File: src/hdl/slbm_pkg.sv
// Shared types and constants of the stage latency budget monitor.
package slbm_pkg;

    // Sizes of the stage set and of one average
    localparam int STAGE_COUNT = 8;
    localparam int AVG_BITS    = 32;
    localparam int IDX_BITS    = $clog2(STAGE_COUNT);
    localparam int CNT_BITS    = 4;
    localparam int MULT_BITS   = 8;
    localparam int PROD_BITS   = AVG_BITS + MULT_BITS;
    localparam int ENTRY_BITS  = CNT_BITS + AVG_BITS;
    localparam int CFG_IDX_BITS = 2;

    localparam logic [IDX_BITS-1:0] LAST_IDX  = IDX_BITS'(STAGE_COUNT - 1);
    localparam logic [CNT_BITS-1:0] COUNT_MAX = '1;
    localparam logic [AVG_BITS-1:0] AVG_MAX   = '1;

    // Register indexes of the configuration port
    localparam logic [CFG_IDX_BITS-1:0] REG_MULTIPLIER = 2'd0;
    localparam logic [CFG_IDX_BITS-1:0] REG_FLOOR      = 2'd1;
    localparam logic [CFG_IDX_BITS-1:0] REG_WARMUP     = 2'd2;

    // Register reset values
    localparam logic [MULT_BITS-1:0] MULT_RESET   = 8'd6;
    localparam logic [AVG_BITS-1:0]  FLOOR_RESET  = 32'd5000;
    localparam logic [CNT_BITS-1:0]  WARMUP_RESET = 4'd5;

    // Item actions
    localparam logic ACT_DETECT  = 1'b0;
    localparam logic ACT_WITNESS = 1'b1;

    typedef enum logic [1:0] {
        ST_IDLE,
        ST_RUN,
        ST_DRAIN,
        ST_DONE
    } t_state;

    typedef struct packed {
        logic [MULT_BITS-1:0] multiplier;
        logic [AVG_BITS-1:0]  min_budget;
        logic [CNT_BITS-1:0]  warmup_target;
    } t_cfg;

    // Per-item command held while the stages are visited
    typedef struct packed {
        logic                start;
        logic                witness;
        logic                fresh_detect;
        logic [IDX_BITS-1:0] frozen_idx;
    } t_cmd;

    // One stage visit entering the evaluation pipeline
    typedef struct packed {
        logic                vld;
        logic [IDX_BITS-1:0] idx;
        logic [AVG_BITS-1:0] avg;
    } t_issue;

    // Write-back towards the stage memory
    typedef struct packed {
        logic                  en;
        logic [IDX_BITS-1:0]   addr;
        logic [ENTRY_BITS-1:0] data;
    } t_wr;

    // Summary of one item once every stage has been visited
    typedef struct packed {
        logic                done;
        logic                found;
        logic                chk_over;
        logic [IDX_BITS-1:0] worst_idx;
        logic [AVG_BITS-1:0] worst_avg;
        logic [AVG_BITS-1:0] worst_bud;
    } t_res;

endpackage

File: src/hdl/slbm_ram.sv
// Generic single-port-write, single-port-read RAM with registered read data.
module slbm_ram #(
    parameter int WIDTH = 36,
    parameter int DEPTH = 8
) (
    input  logic                                        i_clk,
    input  logic                                        i_wr_en,
    input  logic [((DEPTH > 1) ? $clog2(DEPTH) : 1)-1:0] i_wr_addr,
    input  logic [WIDTH-1:0]                            i_wr_data,
    input  logic                                        i_rd_en,
    input  logic [((DEPTH > 1) ? $clog2(DEPTH) : 1)-1:0] i_rd_addr,
    output logic [WIDTH-1:0]                            o_rd_data
);

    logic [WIDTH-1:0] r_mem [DEPTH];
    logic [WIDTH-1:0] r_rd_data;

    // Write and registered read
    always_ff @(posedge i_clk) begin
        if (i_wr_en) begin
            r_mem[i_wr_addr] <= i_wr_data;
        end
        if (i_rd_en) begin
            r_rd_data <= r_mem[i_rd_addr];
        end
    end

    assign o_rd_data = r_rd_data;

endmodule

File: src/hdl/slbm_eval.sv
// Per-stage evaluation pipeline: warm-up update, budget, over-budget search.
module slbm_eval (
    input  logic                               i_clk,
    input  logic                               i_rst_n,
    input  slbm_pkg::t_cfg                     i_cfg,
    input  slbm_pkg::t_cmd                     i_cmd,
    input  slbm_pkg::t_issue                   i_issue,
    input  logic [slbm_pkg::ENTRY_BITS-1:0]    i_ram_q,
    output slbm_pkg::t_wr                      o_wr,
    output slbm_pkg::t_res                     o_res
);
    import slbm_pkg::*;

    typedef struct packed {
        logic                vld;
        logic [IDX_BITS-1:0] idx;
        logic [AVG_BITS-1:0] avg;
        logic [AVG_BITS-1:0] base;
    } t_s1;

    typedef struct packed {
        logic                vld;
        logic [IDX_BITS-1:0] idx;
        logic [AVG_BITS-1:0] avg;
        logic [AVG_BITS-1:0] bud;
    } t_s2;

    t_issue                r_s0;
    t_s1                   r_s1, n_s1;
    t_s2                   r_s2, n_s2;
    logic [STAGE_COUNT-1:0] r_entry_vld;

    logic                  r_done;
    logic                  r_found;
    logic                  r_chk_over;
    logic [IDX_BITS-1:0]   r_worst_idx;
    logic [AVG_BITS-1:0]   r_worst_avg;
    logic [AVG_BITS-1:0]   r_worst_bud;
    logic [AVG_BITS-1:0]   r_worst_excess;

    logic [AVG_BITS-1:0]   cur_base;
    logic [CNT_BITS-1:0]   cur_cnt;
    logic [CNT_BITS-1:0]   new_cnt;
    logic [AVG_BITS-1:0]   new_base;
    logic                  warming;
    logic [PROD_BITS-1:0]  product;
    logic [AVG_BITS-1:0]   sat_prod;
    logic                  over;
    logic [AVG_BITS-1:0]   over_by;

    // Align the issued visit with the memory read data
    always_ff @(posedge i_clk) begin
        if (!i_rst_n) begin
            r_s0.vld <= 1'b0;
        end else begin
            r_s0.vld <= i_issue.vld;
        end
        r_s0.idx <= i_issue.idx;
        r_s0.avg <= i_issue.avg;
    end

    // Warm-up: count nonzero ticks and latch the baseline at the target
    always_comb begin
        cur_base = r_entry_vld[r_s0.idx] ? i_ram_q[AVG_BITS-1:0] : '0;
        cur_cnt  = r_entry_vld[r_s0.idx] ? i_ram_q[ENTRY_BITS-1:AVG_BITS] : '0;
        warming  = !i_cmd.witness && (cur_base == '0) && (r_s0.avg != '0);
        new_cnt  = cur_cnt;
        new_base = cur_base;
        if (warming) begin
            if (cur_cnt != COUNT_MAX) begin
                new_cnt = cur_cnt + 1'b1;
            end
            if (new_cnt >= i_cfg.warmup_target) begin
                new_base = r_s0.avg;
            end
        end
        o_wr.en   = r_s0.vld && !i_cmd.witness;
        o_wr.addr = r_s0.idx;
        o_wr.data = {new_cnt, new_base};
        n_s1.vld  = r_s0.vld;
        n_s1.idx  = r_s0.idx;
        n_s1.avg  = r_s0.avg;
        n_s1.base = new_base;
    end

    // Mark entries that hold written data; unwritten ones read as zero
    always_ff @(posedge i_clk) begin
        if (!i_rst_n) begin
            r_entry_vld <= '0;
        end else if (o_wr.en) begin
            r_entry_vld[o_wr.addr] <= 1'b1;
        end
    end

    always_ff @(posedge i_clk) begin
        if (!i_rst_n) begin
            r_s1.vld <= 1'b0;
        end else begin
            r_s1.vld <= n_s1.vld;
        end
        r_s1.idx  <= n_s1.idx;
        r_s1.avg  <= n_s1.avg;
        r_s1.base <= n_s1.base;
    end

    // Budget: baseline times multiplier, saturated, raised to the floor; zero while no baseline
    always_comb begin
        product  = r_s1.base * PROD_BITS'(i_cfg.multiplier);
        sat_prod = (product[PROD_BITS-1:AVG_BITS] != '0) ? AVG_MAX
                                                         : product[AVG_BITS-1:0];
        n_s2.vld = r_s1.vld;
        n_s2.idx = r_s1.idx;
        n_s2.avg = r_s1.avg;
        if (r_s1.base == '0) begin
            n_s2.bud = '0;
        end else if (sat_prod < i_cfg.min_budget) begin
            n_s2.bud = i_cfg.min_budget;
        end else begin
            n_s2.bud = sat_prod;
        end
    end

    always_ff @(posedge i_clk) begin
        if (!i_rst_n) begin
            r_s2.vld <= 1'b0;
        end else begin
            r_s2.vld <= n_s2.vld;
        end
        r_s2.idx <= n_s2.idx;
        r_s2.avg <= n_s2.avg;
        r_s2.bud <= n_s2.bud;
    end

    // Over-budget test and worst-stage search; ties keep the lower index
    assign over    = (r_s2.bud != '0) && (r_s2.avg > r_s2.bud);
    assign over_by = r_s2.avg - r_s2.bud;

    always_ff @(posedge i_clk) begin
        if (!i_rst_n) begin
            r_done  <= 1'b0;
            r_found <= 1'b0;
        end else begin
            r_done <= r_s2.vld && (r_s2.idx == LAST_IDX);
            if (i_cmd.start) begin
                r_found <= 1'b0;
            end else if (r_s2.vld && i_cmd.fresh_detect && over
                         && (!r_found || over_by > r_worst_excess)) begin
                r_found <= 1'b1;
            end
        end
        if (r_s2.vld && i_cmd.fresh_detect && over
            && (!r_found || over_by > r_worst_excess)) begin
            r_worst_idx    <= r_s2.idx;
            r_worst_avg    <= r_s2.avg;
            r_worst_bud    <= r_s2.bud;
            r_worst_excess <= over_by;
        end
        if (r_s2.vld && (r_s2.idx == i_cmd.frozen_idx)) begin
            r_chk_over <= over;
        end
    end

    assign o_res.done      = r_done;
    assign o_res.found     = r_found;
    assign o_res.chk_over  = r_chk_over;
    assign o_res.worst_idx = r_worst_idx;
    assign o_res.worst_avg = r_worst_avg;
    assign o_res.worst_bud = r_worst_bud;

endmodule

File: src/hdl/stage_latency_budget_monitor.sv
// Top level of the stage latency budget monitor: sequencer, memory and result register.
//
// Each accepted item passes these steps before the next one is accepted: capture of
// the averages, one memory visit per stage through the shared warm-up, multiply and
// compare pipeline, a drain of that pipeline and its search register, and a last step
// that updates the frozen episode state and loads the result register. That last step
// repeats while an earlier result is still held and the receiver is not ready. The
// per-stage baseline and warm-up count live in one 8-entry memory with registered read
// data; reset clears them at once through per-entry valid bits, so no clearing pass is
// needed. A finished result waits in its own register, so the next item may be taken
// while the previous result is still held. Configuration writes land at once and must
// only be issued while the block is idle.
module stage_latency_budget_monitor (
    input  logic                                  i_clk,
    input  logic                                  i_rst_n,
    // configuration write port
    input  logic                                  i_cfg_wr_en,
    input  logic [slbm_pkg::CFG_IDX_BITS-1:0]     i_cfg_index,
    input  logic [31:0]                           i_cfg_data,
    // input items
    input  logic                                  i_valid,
    output logic                                  o_ready,
    input  logic                                  i_action,
    input  logic                                  i_episode_active,
    input  logic [slbm_pkg::AVG_BITS-1:0]         i_stage0_avg_us,
    input  logic [slbm_pkg::AVG_BITS-1:0]         i_stage1_avg_us,
    input  logic [slbm_pkg::AVG_BITS-1:0]         i_stage2_avg_us,
    input  logic [slbm_pkg::AVG_BITS-1:0]         i_stage3_avg_us,
    input  logic [slbm_pkg::AVG_BITS-1:0]         i_stage4_avg_us,
    input  logic [slbm_pkg::AVG_BITS-1:0]         i_stage5_avg_us,
    input  logic [slbm_pkg::AVG_BITS-1:0]         i_stage6_avg_us,
    input  logic [slbm_pkg::AVG_BITS-1:0]         i_stage7_avg_us,
    // result items
    output logic                                  o_valid,
    input  logic                                  i_ready,
    output logic                                  o_verdict,
    output logic                                  o_frozen_valid,
    output logic [slbm_pkg::IDX_BITS-1:0]         o_frozen_stage,
    output logic [slbm_pkg::AVG_BITS-1:0]         o_snapshot_avg_us,
    output logic [slbm_pkg::AVG_BITS-1:0]         o_snapshot_budget_us
);
    import slbm_pkg::*;

    t_state                r_state, n_state;
    t_cfg                  r_cfg;
    logic [IDX_BITS-1:0]   r_cnt;
    logic [AVG_BITS-1:0]   r_avg [STAGE_COUNT];
    logic                  r_action;
    logic                  r_episode;

    logic                  r_frozen_flag;
    logic [IDX_BITS-1:0]   r_frozen_idx;
    logic [AVG_BITS-1:0]   r_snap_avg;
    logic [AVG_BITS-1:0]   r_snap_bud;

    logic                  r_out_valid;
    logic                  r_out_verdict;

    logic                  accept;
    logic                  load_out;
    logic                  verdict;
    logic                  freeze;
    t_cmd                  cmd;
    t_issue                issue;
    t_wr                   wr;
    t_res                  res;
    logic [ENTRY_BITS-1:0] ram_q;

    // Configuration registers
    always_ff @(posedge i_clk) begin
        if (!i_rst_n) begin
            r_cfg.multiplier    <= MULT_RESET;
            r_cfg.min_budget    <= FLOOR_RESET;
            r_cfg.warmup_target <= WARMUP_RESET;
        end else if (i_cfg_wr_en) begin
            case (i_cfg_index)
                REG_MULTIPLIER: r_cfg.multiplier    <= i_cfg_data[MULT_BITS-1:0];
                REG_FLOOR:      r_cfg.min_budget    <= i_cfg_data[AVG_BITS-1:0];
                REG_WARMUP:     r_cfg.warmup_target <= i_cfg_data[CNT_BITS-1:0];
                default: ;
            endcase
        end
    end

    // Sequencer: next state and handshake
    always_comb begin
        n_state  = r_state;
        o_ready  = 1'b0;
        load_out = 1'b0;
        case (r_state)
            ST_IDLE: begin
                o_ready = 1'b1;
                if (i_valid) begin
                    n_state = ST_RUN;
                end
            end
            ST_RUN: begin
                if (r_cnt == LAST_IDX) begin
                    n_state = ST_DRAIN;
                end
            end
            ST_DRAIN: begin
                if (res.done) begin
                    n_state = ST_DONE;
                end
            end
            ST_DONE: begin
                if (!r_out_valid || i_ready) begin
                    load_out = 1'b1;
                    n_state  = ST_IDLE;
                end
            end
            default: n_state = ST_IDLE;
        endcase
    end

    assign accept = i_valid && o_ready;

    always_ff @(posedge i_clk) begin
        if (!i_rst_n) begin
            r_state <= ST_IDLE;
            r_cnt   <= '0;
        end else begin
            r_state <= n_state;
            if (accept) begin
                r_cnt <= '0;
            end else if (r_state == ST_RUN) begin
                r_cnt <= r_cnt + 1'b1;
            end
        end
    end

    // Capture the item on transfer
    always_ff @(posedge i_clk) begin
        if (accept) begin
            r_action  <= i_action;
            r_episode <= i_episode_active;
            r_avg[0]  <= i_stage0_avg_us;
            r_avg[1]  <= i_stage1_avg_us;
            r_avg[2]  <= i_stage2_avg_us;
            r_avg[3]  <= i_stage3_avg_us;
            r_avg[4]  <= i_stage4_avg_us;
            r_avg[5]  <= i_stage5_avg_us;
            r_avg[6]  <= i_stage6_avg_us;
            r_avg[7]  <= i_stage7_avg_us;
        end
    end

    // Issue one stage visit per cycle while running
    always_comb begin
        issue.vld = (r_state == ST_RUN);
        issue.idx = r_cnt;
        issue.avg = r_avg[r_cnt];

        cmd.start        = accept;
        cmd.witness      = (r_action == ACT_WITNESS);
        cmd.fresh_detect = (r_action == ACT_DETECT) && !r_episode;
        cmd.frozen_idx   = r_frozen_idx;
    end

    slbm_ram #(
        .WIDTH (ENTRY_BITS),
        .DEPTH (STAGE_COUNT)
    ) u_stage_ram (
        .i_clk     (i_clk),
        .i_wr_en   (wr.en),
        .i_wr_addr (wr.addr),
        .i_wr_data (wr.data),
        .i_rd_en   (issue.vld),
        .i_rd_addr (issue.idx),
        .o_rd_data (ram_q)
    );

    slbm_eval u_eval (
        .i_clk   (i_clk),
        .i_rst_n (i_rst_n),
        .i_cfg   (r_cfg),
        .i_cmd   (cmd),
        .i_issue (issue),
        .i_ram_q (ram_q),
        .o_wr    (wr),
        .o_res   (res)
    );

    // Verdict for the finished item
    always_comb begin
        freeze = 1'b0;
        if (r_action == ACT_WITNESS) begin
            verdict = !r_frozen_flag || !res.chk_over;
        end else if (r_episode) begin
            verdict = r_frozen_flag && res.chk_over;
        end else begin
            verdict = res.found;
            freeze  = res.found;
        end
    end

    // Episode subject: replace only on a fresh freeze
    always_ff @(posedge i_clk) begin
        if (!i_rst_n) begin
            r_frozen_flag <= 1'b0;
            r_frozen_idx  <= '0;
            r_snap_avg    <= '0;
            r_snap_bud    <= '0;
        end else if (load_out && freeze) begin
            r_frozen_flag <= 1'b1;
            r_frozen_idx  <= res.worst_idx;
            r_snap_avg    <= res.worst_avg;
            r_snap_bud    <= res.worst_bud;
        end
    end

    // Result register: hold until transfer
    always_ff @(posedge i_clk) begin
        if (!i_rst_n) begin
            r_out_valid <= 1'b0;
        end else if (load_out) begin
            r_out_valid <= 1'b1;
        end else if (i_ready) begin
            r_out_valid <= 1'b0;
        end
        if (load_out) begin
            r_out_verdict <= verdict;
        end
    end

    assign o_valid              = r_out_valid;
    assign o_verdict            = r_out_verdict;
    assign o_frozen_valid       = r_frozen_flag;
    assign o_frozen_stage       = r_frozen_idx;
    assign o_snapshot_avg_us    = r_snap_avg;
    assign o_snapshot_budget_us = r_snap_bud;

endmodule
File: config.mk
export PLATFORM = sky130hd
export DESIGN_NAME = stage_latency_budget_monitor
export DESIGN_NICKNAME = d
export VERILOG_FILES = /design/src/hdl/slbm_pkg.sv /design/src/hdl/slbm_ram.sv /design/src/hdl/slbm_eval.sv /design/src/hdl/stage_latency_budget_monitor.sv
export SDC_FILE = /design/constraint.sdc
export NUM_CORES = 2
export LEC_CHECK = 0
export ABC_CLOCK_PERIOD_IN_PS = 11030
export BUFFER_PORTS_ARGS = -buffer_cell sky130_fd_sc_hd__buf_2
export CAP_MARGIN = 40
export CORE_AREA = 2 2 371 373
export DETAILED_ROUTE_END_ITERATION = 10
export DIE_AREA = 0 0 373 375
export SETUP_SLACK_MARGIN = 0.02
export SLEW_MARGIN = 5
export SYNTH_ARGS = -nofsm -noshare
export SYNTH_HDL_FRONTEND = slang
export SYNTH_HIERARCHICAL = 1
export SYNTH_SLANG_ARGS = --single-unit
File: constraint.sdc
create_clock -name i_clk -period 11.03 [get_ports i_clk]
set_clock_uncertainty 0.2 [all_clocks]
set_input_delay 1.103 -clock i_clk [delete_from_list [all_inputs] [get_ports i_clk]]
set_output_delay 1.103 -clock i_clk [all_outputs]
set_load 0.1 [all_outputs]
==> impl_metrics.env <==
export IMPL_max_stage_delay_ns=0.81
export IMPL_setup_tns_ns=0
export IMPL_slew_headroom_pct=32.5
export IMPL_grt_pass1_wl_um=182000
export IMPL_clkTransAtPathRegs_ns=0.06
export IMPL_ctsHoldBuffers=0
export IMPL_leakagePower_nw=21.1
export IMPL_syn_avg_cell_area_um2=13.7
export IMPL_p_per_area_nw_per_um2=224
export IMPL_syn_inst=3439
export IMPL_grt_util_all_layers_pct=17.0
export IMPL_synth_commonest_cells="edfxtp_1, dfxtp_1, inv_1"
export IMPL_cts_resized=0
export IMPL_drtIter0Drc=2226
export IMPL_end_kind="flop"
export IMPL_yosys_area_share_simple_pct=8.75
export IMPL_netlist_cell_type_count=79
export IMPL_cap_violations=0
export IMPL_synth_nets=4084
export IMPL_grt_ovfl_total=0
export IMPL_rows=136
export IMPL_synth_top_family_by_area="adder cells"
export IMPL_cts_sinks=986
export IMPL_fin_util_pct=40.1
export IMPL_syn_cell_area_um2=47200
export IMPL_yosysMostFrequentCell="edfxtp_1"
export IMPL_post_synth_top_area_fraction_pct=43.4
export IMPL_via_count=28600
export IMPL_cts_buffer_depth=3
export IMPL_fp_dieH_um=375
export IMPL_gp_congestion=0.907
export IMPL_initial_core_util_pct=34.7
export IMPL_cts_htree_levels=3
export IMPL_holdPathStages=0
export IMPL_grt_max_degree=171
export IMPL_min_path_type="reg -> reg"
export IMPL_ys_flop_type="edfxtp_1"
export IMPL_cts_root_buf="clkbuf_16"
export IMPL_rsz0062_at_grt="false"
export IMPL_insertion_delay_ns=0.71
export IMPL_synth_compound_area_share_pct=7.63
export IMPL_yosys_warnings=6
export IMPL_area_growth_pct=15.6
export IMPL_nets=4402
export IMPL_antenna_found_initial=16
export IMPL_synth_edf_count=683
export IMPL_ys_seq_elements=986
export IMPL_multi_input_area_um2=18500
export IMPL_dr_pass1_iters=5
export IMPL_cts_tree="done"
export IMPL_synth_mux_area_share_pct=9.27
export IMPL_vias_per_cell=5.07
export IMPL_hpwl_um=85300
export IMPL_drive_above_1_share_pct=20.8
export IMPL_hold_viol=0
export IMPL_cts_setup_buffers=0
export IMPL_dieArea_um2=140000
export IMPL_synth_xor_area_share_pct=1.21
export IMPL_synth_area_leaders="edfxtp_1, dfxtp_1, fa_1"
export IMPL_drc=0
export IMPL_routedWlPerCell_um=21.4
export IMPL_yosys_area_top_type="edfxtp_1"
export IMPL_post_route_cell_area_um2=54600
export IMPL_grt_pass1_vias=29000
export IMPL_io_pins=368
export IMPL_die_w_um=373
export IMPL_fin_total_pwr_mw=12.2
export IMPL_synthAdderAreaFrac_pct=12.1
export IMPL_dpl_cell_area_um2=50900
export IMPL_worst_pin_slew_ns=1.01
export IMPL_worstPathMaxFanout=23
export IMPL_reg2reg_depth=32
export IMPL_synth_seq_area_share_pct=56.3
export IMPL_min_period_over_period_pct=87.7
export IMPL_final_antenna_net_count=0
export IMPL_numPortBuffers=367
export IMPL_worstPathRequired_ns=11.36
export IMPL_status="completed"
export IMPL_cts_buffers=105
export IMPL_critPathSlowestCell="and3_1"
export IMPL_fmax_mhz=103
export IMPL_core_um2=136000
export IMPL_critPathLaunchType="flop"
export IMPL_setup_worst_path_class="reg -> reg"
export IMPL_setup_viol=0
export IMPL_slew_viol_final=0
export IMPL_layout_min_cycle_time_ns=9.68
export IMPL_n_fill_cell=12600
export IMPL_async_reset_ff_share_pct=0
export IMPL_hold_ws_ns=0.125
export IMPL_wl_um=121000
export IMPL_ir_drop_mv=0.202
export IMPL_crit_arrival_ns=10.01
export IMPL_seqCellArea_um2=26600
==> worst max-delay path: cells and delay by family, from the launching register on <==
family                   cells  cell delay, ns
flip-flops                   1            0.74
AO/OA/AOI/OAI               10            2.22
buffers and inverters        4            0.57
AND/OR/NAND/NOR             12            3.00
adder cells (fa/ha/maj)      6            2.79
==> layout by cell type, fill, tap and decap left out, types with 32 or more instances in the layout <==
master,synthesis,routed
ha_1,167,165
a21o_1,55,55
dfxtp_1,303,297
mux4_2,66,66
a22o_1,32,32
inv_1,300,300
buf_4,41,34
nor2_1,75,68
nand4_1,98,98
mux4_1,72,72
o21ai_0,44,44
a21oi_1,177,177
nor4_1,36,36
nor3_1,35,32
buf_2,25,367
mux2_2,72,72
o31ai_1,57,57
nand2_1,220,220
edfxtp_1,683,683
fa_1,181,181
and2_1,227,226
clkbuf_16,0,106
xnor2_1,37,37
==> cell type report <==
type | count | area share, %
flip-flops and latches | 986 | 48.7
multi-input cells | 1944 | 33.9
clock buffers | 140 | 5.29
repair buffers | 418 | 4.46
well taps | 1794 | 4.11
inverters | 302 | 2.08
clock inverters | 60 | 1.48
diodes | 1 | 0.00458
==> report_power, final <==
group,leakage (nW),internal [mW],switching (mW)
clock,1.79,2.19,1.51
sequential,8.84,4.67,0.487
combinational,10.4,1.41,1.95
total,21.1,8.27,3.94
==> flip-flops by register name, summed over array words and instances (netlist names), 33 cells and up, named ones only <==
register	cells
r_avg	256
r_cfg	44
u_eval/n_s1	33
u_eval/n_s2	36
u_eval/r_s2	68
u_stage_ram/o_rd_data	36
u_stage_ram/r_mem	288
==> routing by layer <==
metal / vias to the layer above / part of all wire (%) / track usage, %
li1: 13200 / - / -
met1: 14300 / 45 / 23.5
met2: 932 / 47 / 27.7
met3: 151 / 6.6 / 3.40
met4: 22 / 1.8 / 3.73
met5: - / 0.11 / 0
==> kinds of logic after synthesis <==
group                      after synthesis
AOI/OAI and AO/OA                      518
DFF                                    986
muxes                                  229
and+or+nand+nor                        784
adders and majority gates              348
buffers and inverters                  509
xor gates and xnor gates                65
==> final timing paths <==
path,slack (ns),from,to
min,0.12,u_eval/n_s2[53]$_DFF_P_,u_eval/r_s2[53]$_DFF_P_
max reg2reg,1.35,r_cfg[40]$_SDFFE_PN0P_,u_eval/r_s2[24]$_SDFF_PN0_
max,1.35,r_cfg[40]$_SDFFE_PN0P_,u_eval/r_s2[24]$_SDFF_PN0_
min reg2reg,0.12,u_eval/n_s2[53]$_DFF_P_,u_eval/r_s2[53]$_DFF_P_
==> metrics by stage <==
stage | cells | worst slack (ns)
2_1_floorplan | 3439 | 2.31
3_3_place_gp | 5428 | 1.17
3_5_place_dp | 5444 | 1.50
4_1_cts | 5644 | 1.44
5_1_grt | 5644 | 0.674
6_report | 5645 | 1.35
Note: power is estimated with default switching activity, not from simulation.
